<file path="config.mk">
export PLATFORM = sky130hd
export DESIGN_NAME = timer_slot_table
export DESIGN_NICKNAME = d
export VERILOG_FILES = /design/src/hw/rtl/tst_pkg.sv /design/src/hw/rtl/tst_slot_ram.sv /design/src/hw/rtl/timer_slot_table.sv
export SDC_FILE = /design/constraint.sdc
export NUM_CORES = 1
export LEC_CHECK = 0
export BUFFER_PORTS_ARGS = -buffer_cell sky130_fd_sc_hd__buf_2
export CAP_MARGIN = 20
export CORE_MARGIN = 5
export CORE_UTILIZATION = 55
export CTS_CLUSTER_SIZE = 20
export DETAILED_ROUTE_END_ITERATION = 16
export HOLD_SLACK_MARGIN = 0.02
export PLACE_DENSITY = 0.79
export RECOVER_POWER = 25
export REMOVE_ABC_BUFFERS = 1
export SYNTH_ARGS = -nofsm -noshare
export SYNTH_HDL_FRONTEND = slang
export SYNTH_SLANG_ARGS = --single-unit
</file>
<file path="constraint.sdc">
create_clock -name clk -period 7.4 [get_ports clk]
set_input_delay 1.11 -clock clk [delete_from_list [all_inputs] [get_ports clk]]
set_output_delay 1.11 -clock clk [all_outputs]
set_load 0.1 [all_outputs]
</file>
<file path="src/hw/rtl/tst_pkg.sv">
// Shared types, codes and defaults for the timer slot table.
package tst_pkg;

  localparam int TST_SLOT_COUNT = 16;

  // input operation codes (carried on in_tuser)
  localparam logic [1:0] OP_SCHEDULE = 2'd0;
  localparam logic [1:0] OP_TICK     = 2'd1;
  localparam logic [1:0] OP_RELEASE  = 2'd2;

  // result kinds (carried on out_tuser)
  localparam logic [2:0] KIND_SCHEDULED = 3'd0;
  localparam logic [2:0] KIND_FULL      = 3'd1;
  localparam logic [2:0] KIND_EXPIRY    = 3'd2;
  localparam logic [2:0] KIND_IDLE_TICK = 3'd3;
  localparam logic [2:0] KIND_RELEASED  = 3'd4;

  typedef struct packed {
    logic [7:0]  ticks;
    logic [15:0] owner;
    logic [2:0]  action;
  } entry_t;

  typedef enum logic [3:0] {
    S_IDLE = 4'b0001,
    S_SCAN = 4'b0010,
    S_WALK = 4'b0100,
    S_FIN  = 4'b1000
  } state_t;

endpackage

</file>
<file path="src/hw/rtl/tst_slot_ram.sv">
// Slot entry memory: one write port, one read port with registered data.
module tst_slot_ram
  import tst_pkg::*;
#(
  parameter int DEPTH = TST_SLOT_COUNT,
  parameter int AW    = (DEPTH > 1) ? $clog2(DEPTH) : 1
) (
  input  logic          clk,
  input  logic          we,
  input  logic [AW-1:0] waddr,
  input  entry_t        wdata,
  input  logic          rd_en,
  input  logic [AW-1:0] raddr,
  output entry_t        rdata
);

  entry_t mem [DEPTH];
  entry_t rdata_r;

  always_ff @(posedge clk) begin
    if (we) begin
      mem[waddr] <= wdata;
    end
    if (rd_en) begin
      rdata_r <= mem[raddr];
    end
  end

  assign rdata = rdata_r;

endmodule

</file>
<file path="src/hw/rtl/timer_slot_table.sv">
// Top level of the timer slot table.
//
// Input stream: in_tuser carries the operation (schedule, tick, release),
// in_tdata the owner id, delay and action code. One item is taken at a time;
// in_tready is high only while the block is idle.
// Output stream: out_tuser carries the result kind, out_tlast marks the final
// result of an item, out_tdata carries slot index, owner, action and count.
// A schedule scans the armed bits one slot per cycle up to the first free
// slot. A tick or a release walks every slot through the single read port of
// the slot memory, one slot per cycle pipelined with the read; a tick's walk
// is held while it stalls, as below.
// A tick with several expiries holds its walk whenever a finished expiry
// cannot move into the output register; a stalled receiver stretches the
// item by the stall time and no result is lost.
// Reset clears the per-slot armed bits, so every slot is free
// right after reset and no memory clearing pass is needed. The output
// register holds a result until it is taken.
module timer_slot_table
  import tst_pkg::*;
#(
  parameter int SLOT_COUNT = TST_SLOT_COUNT
) (
  input  logic        clk,
  input  logic        rst_n,
  input  logic        in_tvalid,
  output logic        in_tready,
  input  logic [31:0] in_tdata,   // [15:0] owner_id, [23:16] delay_ticks, [26:24] action_code
  input  logic [1:0]  in_tuser,   // [1:0] operation
  output logic        out_tvalid,
  input  logic        out_tready,
  output logic [31:0] out_tdata,  // [3:0] slot_index, [19:4] expired_owner,
                                  // [22:20] expired_action, [27:23] released_count
  output logic [2:0]  out_tuser,  // [2:0] result_kind
  output logic        out_tlast   // last
);

  localparam int IDX_W = (SLOT_COUNT > 1) ? $clog2(SLOT_COUNT) : 1;
  localparam int CNT_W = $clog2(SLOT_COUNT + 1);
  localparam logic [CNT_W-1:0] CNT_END = CNT_W'(SLOT_COUNT);

  state_t             state_r, state_nxt;
  logic [1:0]         op_r, op_nxt;
  logic [15:0]        owner_r, owner_nxt;
  logic [7:0]         delay_r, delay_nxt;
  logic [2:0]         action_r, action_nxt;
  logic [SLOT_COUNT-1:0] armed_r, armed_nxt;
  logic [CNT_W-1:0]   rd_idx_r, rd_idx_nxt;
  logic               ev_vld_r, ev_vld_nxt;
  logic [IDX_W-1:0]   ev_idx_r, ev_idx_nxt;
  logic [CNT_W-1:0]   cnt_r, cnt_nxt;
  logic               full_r, full_nxt;
  logic               pend_vld_r, pend_vld_nxt;
  logic [IDX_W-1:0]   pend_idx_r, pend_idx_nxt;
  logic [15:0]        pend_owner_r, pend_owner_nxt;
  logic [2:0]         pend_action_r, pend_action_nxt;

  logic               out_vld_r, out_vld_nxt;
  logic [2:0]         out_kind_r, out_kind_nxt;
  logic [3:0]         out_slot_r, out_slot_nxt;
  logic [15:0]        out_owner_r, out_owner_nxt;
  logic [2:0]         out_action_r, out_action_nxt;
  logic [4:0]         out_cnt_r, out_cnt_nxt;
  logic               out_last_r, out_last_nxt;

  logic               mem_we;
  logic [IDX_W-1:0]   mem_waddr;
  entry_t             mem_wdata;
  logic               mem_rd_en;
  logic [IDX_W-1:0]   mem_raddr;
  entry_t             mem_rdata;

  logic               out_free;
  logic               in_xfer;
  logic               scan_end;
  logic               scan_busy;
  logic               ev_armed;
  logic               tick_hit;
  logic               stall;

  tst_slot_ram #(
    .DEPTH(SLOT_COUNT),
    .AW   (IDX_W)
  ) u_ram (
    .clk  (clk),
    .we   (mem_we),
    .waddr(mem_waddr),
    .wdata(mem_wdata),
    .rd_en(mem_rd_en),
    .raddr(mem_raddr),
    .rdata(mem_rdata)
  );

  assign in_tready = (state_r == S_IDLE);
  assign in_xfer   = in_tvalid && in_tready;
  assign out_free  = !out_vld_r || out_tready;

  assign scan_end  = (rd_idx_r == CNT_END);
  assign scan_busy = scan_end ? 1'b1 : armed_r[rd_idx_r[IDX_W-1:0]];

  assign ev_armed  = ev_vld_r && armed_r[ev_idx_r];
  assign tick_hit  = ev_armed && (mem_rdata.ticks == 8'd1);
  // a second expiry cannot be parked while the first still waits for the output
  assign stall     = (op_r == OP_TICK) && tick_hit && pend_vld_r && !out_free;

  always_comb begin
    state_nxt       = state_r;
    op_nxt          = op_r;
    owner_nxt       = owner_r;
    delay_nxt       = delay_r;
    action_nxt      = action_r;
    armed_nxt       = armed_r;
    rd_idx_nxt      = rd_idx_r;
    ev_vld_nxt      = ev_vld_r;
    ev_idx_nxt      = ev_idx_r;
    cnt_nxt         = cnt_r;
    full_nxt        = full_r;
    pend_vld_nxt    = pend_vld_r;
    pend_idx_nxt    = pend_idx_r;
    pend_owner_nxt  = pend_owner_r;
    pend_action_nxt = pend_action_r;
    out_vld_nxt     = out_vld_r && !out_tready;
    out_kind_nxt    = out_kind_r;
    out_slot_nxt    = out_slot_r;
    out_owner_nxt   = out_owner_r;
    out_action_nxt  = out_action_r;
    out_cnt_nxt     = out_cnt_r;
    out_last_nxt    = out_last_r;
    mem_we          = 1'b0;
    mem_waddr       = rd_idx_r[IDX_W-1:0];
    mem_wdata       = '0;
    mem_rd_en       = 1'b0;
    mem_raddr       = rd_idx_r[IDX_W-1:0];

    case (state_r)
      S_IDLE: begin
        if (in_xfer) begin
          op_nxt       = in_tuser;
          owner_nxt    = in_tdata[15:0];
          delay_nxt    = in_tdata[23:16];
          action_nxt   = in_tdata[26:24];
          rd_idx_nxt   = '0;
          ev_vld_nxt   = 1'b0;
          cnt_nxt      = '0;
          pend_vld_nxt = 1'b0;
          case (in_tuser)
            OP_SCHEDULE:         state_nxt = S_SCAN;
            OP_TICK, OP_RELEASE: state_nxt = S_WALK;
            default:             state_nxt = S_IDLE;
          endcase
        end
      end

      S_SCAN: begin
        if (scan_end) begin
          full_nxt  = 1'b1;
          state_nxt = S_FIN;
        end else if (!scan_busy) begin
          mem_we           = 1'b1;
          mem_wdata.ticks  = (delay_r == 8'd0) ? 8'd1 : delay_r;
          mem_wdata.owner  = owner_r;
          mem_wdata.action = action_r;
          armed_nxt[rd_idx_r[IDX_W-1:0]] = 1'b1;
          full_nxt  = 1'b0;
          state_nxt = S_FIN;
        end else begin
          rd_idx_nxt = rd_idx_r + 1'b1;
        end
      end

      S_WALK: begin
        if (!ev_vld_r && scan_end) begin
          state_nxt = S_FIN;
        end else if (!stall) begin
          // evaluate the entry held in the read data register
          if (op_r == OP_TICK) begin
            if (tick_hit) begin
              armed_nxt[ev_idx_r] = 1'b0;
              if (pend_vld_r) begin
                out_vld_nxt    = 1'b1;
                out_kind_nxt   = KIND_EXPIRY;
                out_slot_nxt   = 4'(pend_idx_r);
                out_owner_nxt  = pend_owner_r;
                out_action_nxt = pend_action_r;
                out_cnt_nxt    = '0;
                out_last_nxt   = 1'b0;
              end
              pend_vld_nxt    = 1'b1;
              pend_idx_nxt    = ev_idx_r;
              pend_owner_nxt  = mem_rdata.owner;
              pend_action_nxt = mem_rdata.action;
            end else if (ev_armed) begin
              mem_we          = 1'b1;
              mem_waddr       = ev_idx_r;
              mem_wdata       = mem_rdata;
              mem_wdata.ticks = mem_rdata.ticks - 8'd1;
            end
          end else if (ev_armed && (mem_rdata.owner == owner_r)) begin
            armed_nxt[ev_idx_r] = 1'b0;
            cnt_nxt = cnt_r + 1'b1;
          end
          // read the next entry
          if (!scan_end) begin
            mem_rd_en  = 1'b1;
            ev_vld_nxt = 1'b1;
            ev_idx_nxt = rd_idx_r[IDX_W-1:0];
            rd_idx_nxt = rd_idx_r + 1'b1;
          end else begin
            ev_vld_nxt = 1'b0;
          end
        end
      end

      S_FIN: begin
        if (out_free) begin
          out_vld_nxt    = 1'b1;
          out_last_nxt   = 1'b1;
          out_slot_nxt   = '0;
          out_owner_nxt  = '0;
          out_action_nxt = '0;
          out_cnt_nxt    = '0;
          case (op_r)
            OP_SCHEDULE: begin
              out_kind_nxt = full_r ? KIND_FULL : KIND_SCHEDULED;
              out_slot_nxt = full_r ? 4'd0 : 4'(rd_idx_r[IDX_W-1:0]);
            end
            OP_TICK: begin
              if (pend_vld_r) begin
                out_kind_nxt   = KIND_EXPIRY;
                out_slot_nxt   = 4'(pend_idx_r);
                out_owner_nxt  = pend_owner_r;
                out_action_nxt = pend_action_r;
              end else begin
                out_kind_nxt = KIND_IDLE_TICK;
              end
            end
            default: begin
              out_kind_nxt = KIND_RELEASED;
              out_cnt_nxt  = 5'(cnt_r);
            end
          endcase
          pend_vld_nxt = 1'b0;
          state_nxt    = S_IDLE;
        end
      end

      default: state_nxt = S_IDLE;
    endcase
  end

  always_ff @(posedge clk) begin
    if (!rst_n) begin
      state_r    <= S_IDLE;
      armed_r    <= '0;
      ev_vld_r   <= 1'b0;
      pend_vld_r <= 1'b0;
      out_vld_r  <= 1'b0;
    end else begin
      state_r    <= state_nxt;
      armed_r    <= armed_nxt;
      ev_vld_r   <= ev_vld_nxt;
      pend_vld_r <= pend_vld_nxt;
      out_vld_r  <= out_vld_nxt;
    end
  end

  always_ff @(posedge clk) begin
    op_r          <= op_nxt;
    owner_r       <= owner_nxt;
    delay_r       <= delay_nxt;
    action_r      <= action_nxt;
    rd_idx_r      <= rd_idx_nxt;
    ev_idx_r      <= ev_idx_nxt;
    cnt_r         <= cnt_nxt;
    full_r        <= full_nxt;
    pend_idx_r    <= pend_idx_nxt;
    pend_owner_r  <= pend_owner_nxt;
    pend_action_r <= pend_action_nxt;
    out_kind_r    <= out_kind_nxt;
    out_slot_r    <= out_slot_nxt;
    out_owner_r   <= out_owner_nxt;
    out_action_r  <= out_action_nxt;
    out_cnt_r     <= out_cnt_nxt;
    out_last_r    <= out_last_nxt;
  end

  assign out_tvalid = out_vld_r;
  assign out_tuser  = out_kind_r;
  assign out_tlast  = out_last_r;
  assign out_tdata  = {4'd0, out_cnt_r, out_action_r, out_owner_r, out_slot_r};

endmodule

</file>
Yosys cells after proc, flatten, opt, wreduce, memory -nomap -nowiden
Memories as Yosys holds them, arrays and structs flattened. A register that Yosys moved wholly into a read port is not among the register bits.
Index checks and enable logic that the tools add are counted.
{"block": "word_totals", "mem_bits_rw": 432, "wordCells": 237, "inputBits": 38, "n_memories": 1, "out_inout_bits": 38, "ff_bits": 122}
{"memory": "u_ram.mem", "depth": 16, "word_bits": 27, "rd": 1, "rd_clocked_by_memory_dff": 1, "wr": 1, "line_no": "tst_slot_ram.sv:17", "rtl": "entry_t mem [DEPTH];"}
{"block": "op_classes", "n_mux": 136, "bitwise_logic": 6, "reduce_logical": 37, "n_eq_ne": 28, "addsub": 3, "n_lt_le_gt_ge": 4}
{"op": "2-to-1 mux 16 bit", "n": 15}
{"op": "2-to-1 mux 27 bit", "n": 7}
{"op": "2-to-1 mux 5 bit", "n": 17}
{"op": "2-to-1 mux 4 bit", "n": 19}
{"op": "case mux 16 bit (2 select lines)", "n": 2}
{"op": "case mux 27 bit (2 select lines)", "n": 1}
{"op": "2-to-1 mux 3 bit", "n": 14}
{"op": "2-to-1 mux 1 bit", "n": 41}
{"op": "!= test 2 bit, second input constant", "n": 14}
{"op": "AND reduction 7 bit", "n": 4}
{"op": "case mux 3 bit (2 select lines)", "n": 4}
{"op": "case mux 5 bit (2 select lines)", "n": 2}
{"op": "bitwise AND 16 bit", "n": 1}
{"op": "equality test 16 bit", "n": 1}
{"op": "inverter 16 bit", "n": 1}
{"op": "bitwise OR 16 bit", "n": 1}
{"op": "case mux 4 bit (2 select lines)", "n": 2}
{"op": "case mux 4 bit (4 select lines)", "n": 1}
{"op": "case mux 5 bit (3 select lines)", "n": 1}
{"op": "AND reduction 4 bit", "n": 3}
{"op": "logical AND 1 bit", "n": 11}
{"op": "adder 5 x 1 -> 5 bit, second input constant", "n": 2}
{"op": "< comparator 4 x 5 -> 1 bit, second input constant", "n": 2}
{"op": "!= test 3 bit, second input constant", "n": 3}
{"op": "27 further kinds", "n": 45}

Longest topological paths before layout
{"block": "logic_depth", "depth_word": 12, "mapped_depth": 14, "ltp_nobuf": 9}

Hierarchy
A second synthesis with hierarchy kept.
{"block": "hier_totals", "cells_unflattened": 1209, "hier_area_um2": 23017.1}
{"module": "tst_slot_ram", "n_inst": 1, "cells_each": 710, "area_per_inst_um2": 17162.7, "seq_area_each_um2": 13783.2}
{"module": "timer_slot_table", "n_inst": 1, "cells_each": 499, "area_per_inst_um2": 5854.4, "seq_area_each_um2": 3433.3}

Worst setup path before layout
Ideal clock, no wire load.
{"block": "synth_path", "kind": "reg2reg", "startpoint": "register rd_idx_r[1]", "endpoint": "register pend_action_r[0], enable pin", "period_less_slack_ps": 6514, "t_required_ps": 6871, "path_stages_with_launch": 10, "n_path_buf": 4, "setup_time_ps": 529, "setup_slack_ps": 886, "arrival_time_ps": 5985, "path_cell_list": "edfxtp_1 > clkbuf_1 > clkbuf_1 > clkbuf_1 > buf_1 > inv_1 > ha_1 > nand4_1 > o21ai_1 > a2111oi_0"}
{"block": "synth_between", "elab_chain_len": 4}
{"element": "from (decl)", "line_no": "timer_slot_table.sv:47", "rtl": "logic [CNT_W-1:0] rd_idx_r, rd_idx_nxt;"}
{"element": "from (signal assigned)", "line_no": "timer_slot_table.sv:271", "rtl": "rd_idx_r <= rd_idx_nxt;"}
{"element": "equality test 5 bit", "line_no": "timer_slot_table.sv:97", "rtl": "assign scan_end = (rd_idx_r == CNT_END);"}
{"element": "logical AND 1 bit", "line_no": "timer_slot_table.sv:171", "rtl": "if (!ev_vld_r && scan_end) begin"}
{"element": "inverter 1 bit (no source line)"}
{"element": "AND reduction 5 bit (no source line)"}
{"element": "to (signal assigned)", "line_no": "timer_slot_table.sv:277", "rtl": "pend_action_r <= pend_action_nxt;"}
{"element": "to (decl)", "line_no": "timer_slot_table.sv:55", "rtl": "logic [2:0] pend_action_r, pend_action_nxt;"}
Every way passes these cells.
A chain may end at the register's enable or synchronous reset.

Worst setup path in the final report
{"block": "layout_path", "startpoint": "register rd_idx_r[0]", "endpoint": "register u_ram.rdata[1] (netlist name)"}
{"block": "layout_between", "elab_chain_len": 5, "elab_cells_between_ends": 6, "cone_classes": "1 x eq/ne; 4 x mux; 1 x reduce/logical"}
{"element": "equality test 5 bit", "line_no": "timer_slot_table.sv:97"}
{"element": "2-to-1 mux 1 bit", "line_no": "timer_slot_table.sv:202", "rtl": "if (!scan_end) begin"}
{"element": "2-to-1 mux 1 bit", "line_no": "timer_slot_table.sv:173", "rtl": "end else if (!stall) begin"}
{"element": "2-to-1 mux 1 bit", "line_no": "timer_slot_table.sv:171"}
{"element": "2-to-1 mux 1 bit", "line_no": "timer_slot_table.sv:134", "rtl": "case (state_r)"}
Several ways; a longest one is shown, not always the timed one.

==> run_results.csv <==
group,metric,value,unit
run_status,outcome,"finished, violations left",
run_status,violations,"max-capacitance violations, max-slew violations",
final_layout,area_growth,12.0,%
placement,placed_area,24100,um^2
detailed_routing,routedWlPerCell,28.6,um
clock_network,cts_buffer_depth,3,
critical_path,critPathLaunch,"rd_idx_r[0]$_SDFFCE_PP0P_",
floorplan,core-area,41000,um^2
timing,max_freq,0.198,GHz
final_layout,fin_nets,1287,
clock_network,cts_sinks,581,
placement,io_buffers,66,
synth,synth.most_common_cell,"edfxtp_1",
clock_network,clk_latency,0.58,ns
synth,synth.cell_area,22900,um^2
hold_path,hold_class,"register to register",
final_layout,regArea,17200,um^2
placement,dp.cells,1714,
power_and_ir_drop,power,7590,uW
power_and_ir_drop,powerDensity,296,nW/um^2
critical_path,required,7.72,ns
synth,yosys.area.top_type,"edfxtp_1",
critical_path,cp_slowest_stage_delay,2.50,ns
clock_network,cts_tree,"built",
power_and_ir_drop,internal-power,5620,uW
timing,maxSlewViolCount,191,
clock_network,clock-root-buffer,"clkbuf_16",
floorplan,die_h,214,um
final_layout,n_antenna_cell,0,
synth,synth_seq_cells,581,
floorplan,io_pins,76,
timing,max-slew-margin-rel,-133,%
critical_path,worst_r2r_endpoint,"u_ram.rdata[1]$_DFFE_PP_",
global_routing,first_global_vias,11800,
power_and_ir_drop,vdd_drop_max,0.223,mV
detailed_routing,antenna_left,0,
critical_path,r2r_cells,4,
floorplan,die_area,45800,um^2
critical_path,cp_max_fo,46,
critical_path,cp-end-kind,"register",
power_and_ir_drop,p_seq_share,49.6,%
detailed_routing,drt_first_pass_iters,5,
final_layout,fill_cells,2721,
global_routing,grt_max_degree,74,
clock_network,cts-htree-levels,2,
placement,place_congestion,0.818,
synth,synth_common_cells,"edfxtp_1 (558), mux4_2 (141), a21oi_1 (38)",
final_layout,fin_area,25600,um^2
floorplan,initial_utilization,55.8,%
flow_run,drv_cap,7,
timing,fin_crit_sh,68.2,%
critical_path,cp.arrival,5.37,ns
synth,synth_top_area_share,73.2,%
synth,yosysUniqueCellTypes,54,
power_and_ir_drop,clockPowerShare,34.4,%
clock_network,postCtsResizedCells,0,
critical_path,regToRegStartpoint,"rd_idx_r[0]$_SDFFCE_PP0P_",
critical_path,slowest_stage,"clkbuf_1",
global_routing,overflow,0,
clock_network,numCtsBuffers,54,
placement,dp_hpwl,27800,um
floorplan,rows,74,
synth,synthFlopType,"edfxtp_1",
placement,preCtsSetupSlack,3.00,ns
clock_network,clk_pin_slew_worst_paths,0.06,ns
detailed_routing,vias_per_cell,6.48,
synth,synthTopCellsByArea,"edfxtp_1 (73%), mux4_2 (14%), dfxtp_1 (2.0%)",
final_layout,drive_gt1_share,23.0,%
clock_network,postCtsHoldBufs,0,
global_routing,grt_pass1_wl,76600,um
power_and_ir_drop,switching_share,26.0,%
critical_path,crit_chain,"buf_4, clkbuf_1, mux4_2, mux4_2",
floorplan,dieWidth,214,um
detailed_routing,dr.first_iter.drc_count,1440,
global_routing,track_usage,22.3,%
critical_path,crit_end,"u_ram.rdata[1]$_DFFE_PP_",
synth,synth_warnings,0,
timing,setup_tns,0,ns
final_layout,multi_input_area,5500,um^2
power_and_ir_drop,comb_power_share,16.0,%
detailed_routing,drt-total-wl,51700,um
synth,synth_edf_count,558,
synth,avgSynthCellArea,20.2,um^2
timing,worst_slack,2.35,ns
timing,period_needed,5.05,ns
synth,syn_inst,1133,
detailed_routing,drc,0,
critical_path,cp_common_cell,"mux4_2",
critical_path,critPathKind,"register to register",
timing,skew,0.0116,ns
power_and_ir_drop,p_leak,0.00906,uW
detailed_routing,vias,11700,
critical_path,start_kind,"register",
power_and_ir_drop,p_switching,1970,uW
critical_path,r2r_slack,2.35,ns
synth,ys_async_sr_fraction,0,%
timing,setup_violations,0,
clock_network,postCtsSetupBuffers,0,
timing,tightest_slew,3.50,ns
final_layout,layout.cells.non_filler,1810,
global_routing,grt_antenna_before_repair,0,
synth,synth-seq-area-share,75.2,%
timing,rsz0062_at_grt,"false",
timing,hold_violations,0,
==> per-stage QoR <==
stage	utilization [%]	hold WS, ns
after floorplan	-	0.427
after CTS	62.8	0.457
final	62.5	0.461
after global routing	62.5	0.478
after detailed placement	58.7	0.439
after global placement	58.7	0.441
==> how the worst min path moves through the flow <==
stage | from | to | slack (ns) | cells past startpoint
2_1_floorplan | u_ram.rdata[0]$_DFFE_PP_ | pend_action_r[0]$_DFFE_PP_ | 0.43 | 0
3_3_place_gp | u_ram.rdata[1]$_DFFE_PP_ | pend_action_r[1]$_DFFE_PP_ | 0.44 | 0
3_5_place_dp | u_ram.rdata[1]$_DFFE_PP_ | pend_action_r[1]$_DFFE_PP_ | 0.44 | 0
4_1_cts | u_ram.rdata[1]$_DFFE_PP_ | pend_action_r[1]$_DFFE_PP_ | 0.46 | 0
5_1_grt | u_ram.rdata[1]$_DFFE_PP_ | pend_action_r[1]$_DFFE_PP_ | 0.48 | 0
6_report | u_ram.rdata[1]$_DFFE_PP_ | pend_action_r[1]$_DFFE_PP_ | 0.46 | 0
==> metal layers <==
layer	wire [um]	track usage [%]	vias to the layer above
li1	-	-	4863
met1	19400	30.7	6028
met2	25600	36.2	744
met3	5240	5.08	97
met4	1490	7.21	0
met5	0	0	-
==> logic make-up after synthesis <==
logic type	count (synthesis)	synth area share, %
muxes	148	14.2
adders and majority gates	9	0.492
DFF	581	75.2
and+or+nand+nor	181	4.31
buffers and inverters	71	1.42
xor gates and xnor gates	29	1.11
other	1	0.0164
AOI/OAI and AO/OA	113	3.29
==> worst max-delay path, delay by kind of cell (launching register included) <==
family / cells / cell delay [ns]
muxes: 2 / 1.25
buffers and inverters: 2 / 3.14
DFF: 1 / 0.33
==> flip-flops by register name, summed over array words and instances, names as in the netlist, 2 cells and up <==
name and flops:
delay_r 8, cnt_r 5, out_owner_r 16, action_r 3, pend_idx_r 4, out_tuser 3, out_cnt_r 5, owner_r 16
out_action_r 3, op_r 2, out_slot_r 4, rd_idx_r 5, pend_owner_r 16, armed_r 16, u_ram.rdata 27, u_ram.mem 432
state_r 4, ev_idx_r 4, pend_action_r 3
==> layout make-up <==
cell class / count / area share, %
timing repair buffer: 103 / 2.19
clock buffer: 60 / 5.36
clock inverter: 34 / 1.04
tap: 532 / 2.60
multi-input combinational: 484 / 21.4
inverter: 16 / 0.234
sequential: 581 / 67.1
==> placed cells by master (no fill, tap or decap), types with 7 or more instances in the layout <==
cell       Yosys  layout
clkbuf_1      29      51
xnor2_1       21      21
a21oi_1       38      27
nand2_1       36      36
ha_1           9       9
nor4_1         9      11
buf_4          6      23
and3_1        13      13
dfxtp_1       23      23
xor2_1         8       8
clkinv_1       1      17
clkinv_2       0      11
and2_1        36      20
nand3_1       15      15
o21ai_0       22      23
a22o_1        23      23
nor2_1        30      30
edfxtp_1     558     558
inv_1         14      14
a31oi_1        7       7
buf_2         11      32
clkbuf_16      0      54
and2_0         0      16
mux4_2       141     141
a21oi_4        0      11
==> power by group through the flow <==
stage / clock network, uW / logic, uW / registers (uW)
finish: 2620 / 1210 / 3770
global route: 2800 / 1300 / 3770
detailed placement: 0 / 1220 / 3830
global placement: 0 / 1200 / 3830
floorplan: 0 / 692 / 4080
CTS: 2650 / 1230 / 3760
(Power assumes the default switching activity.)
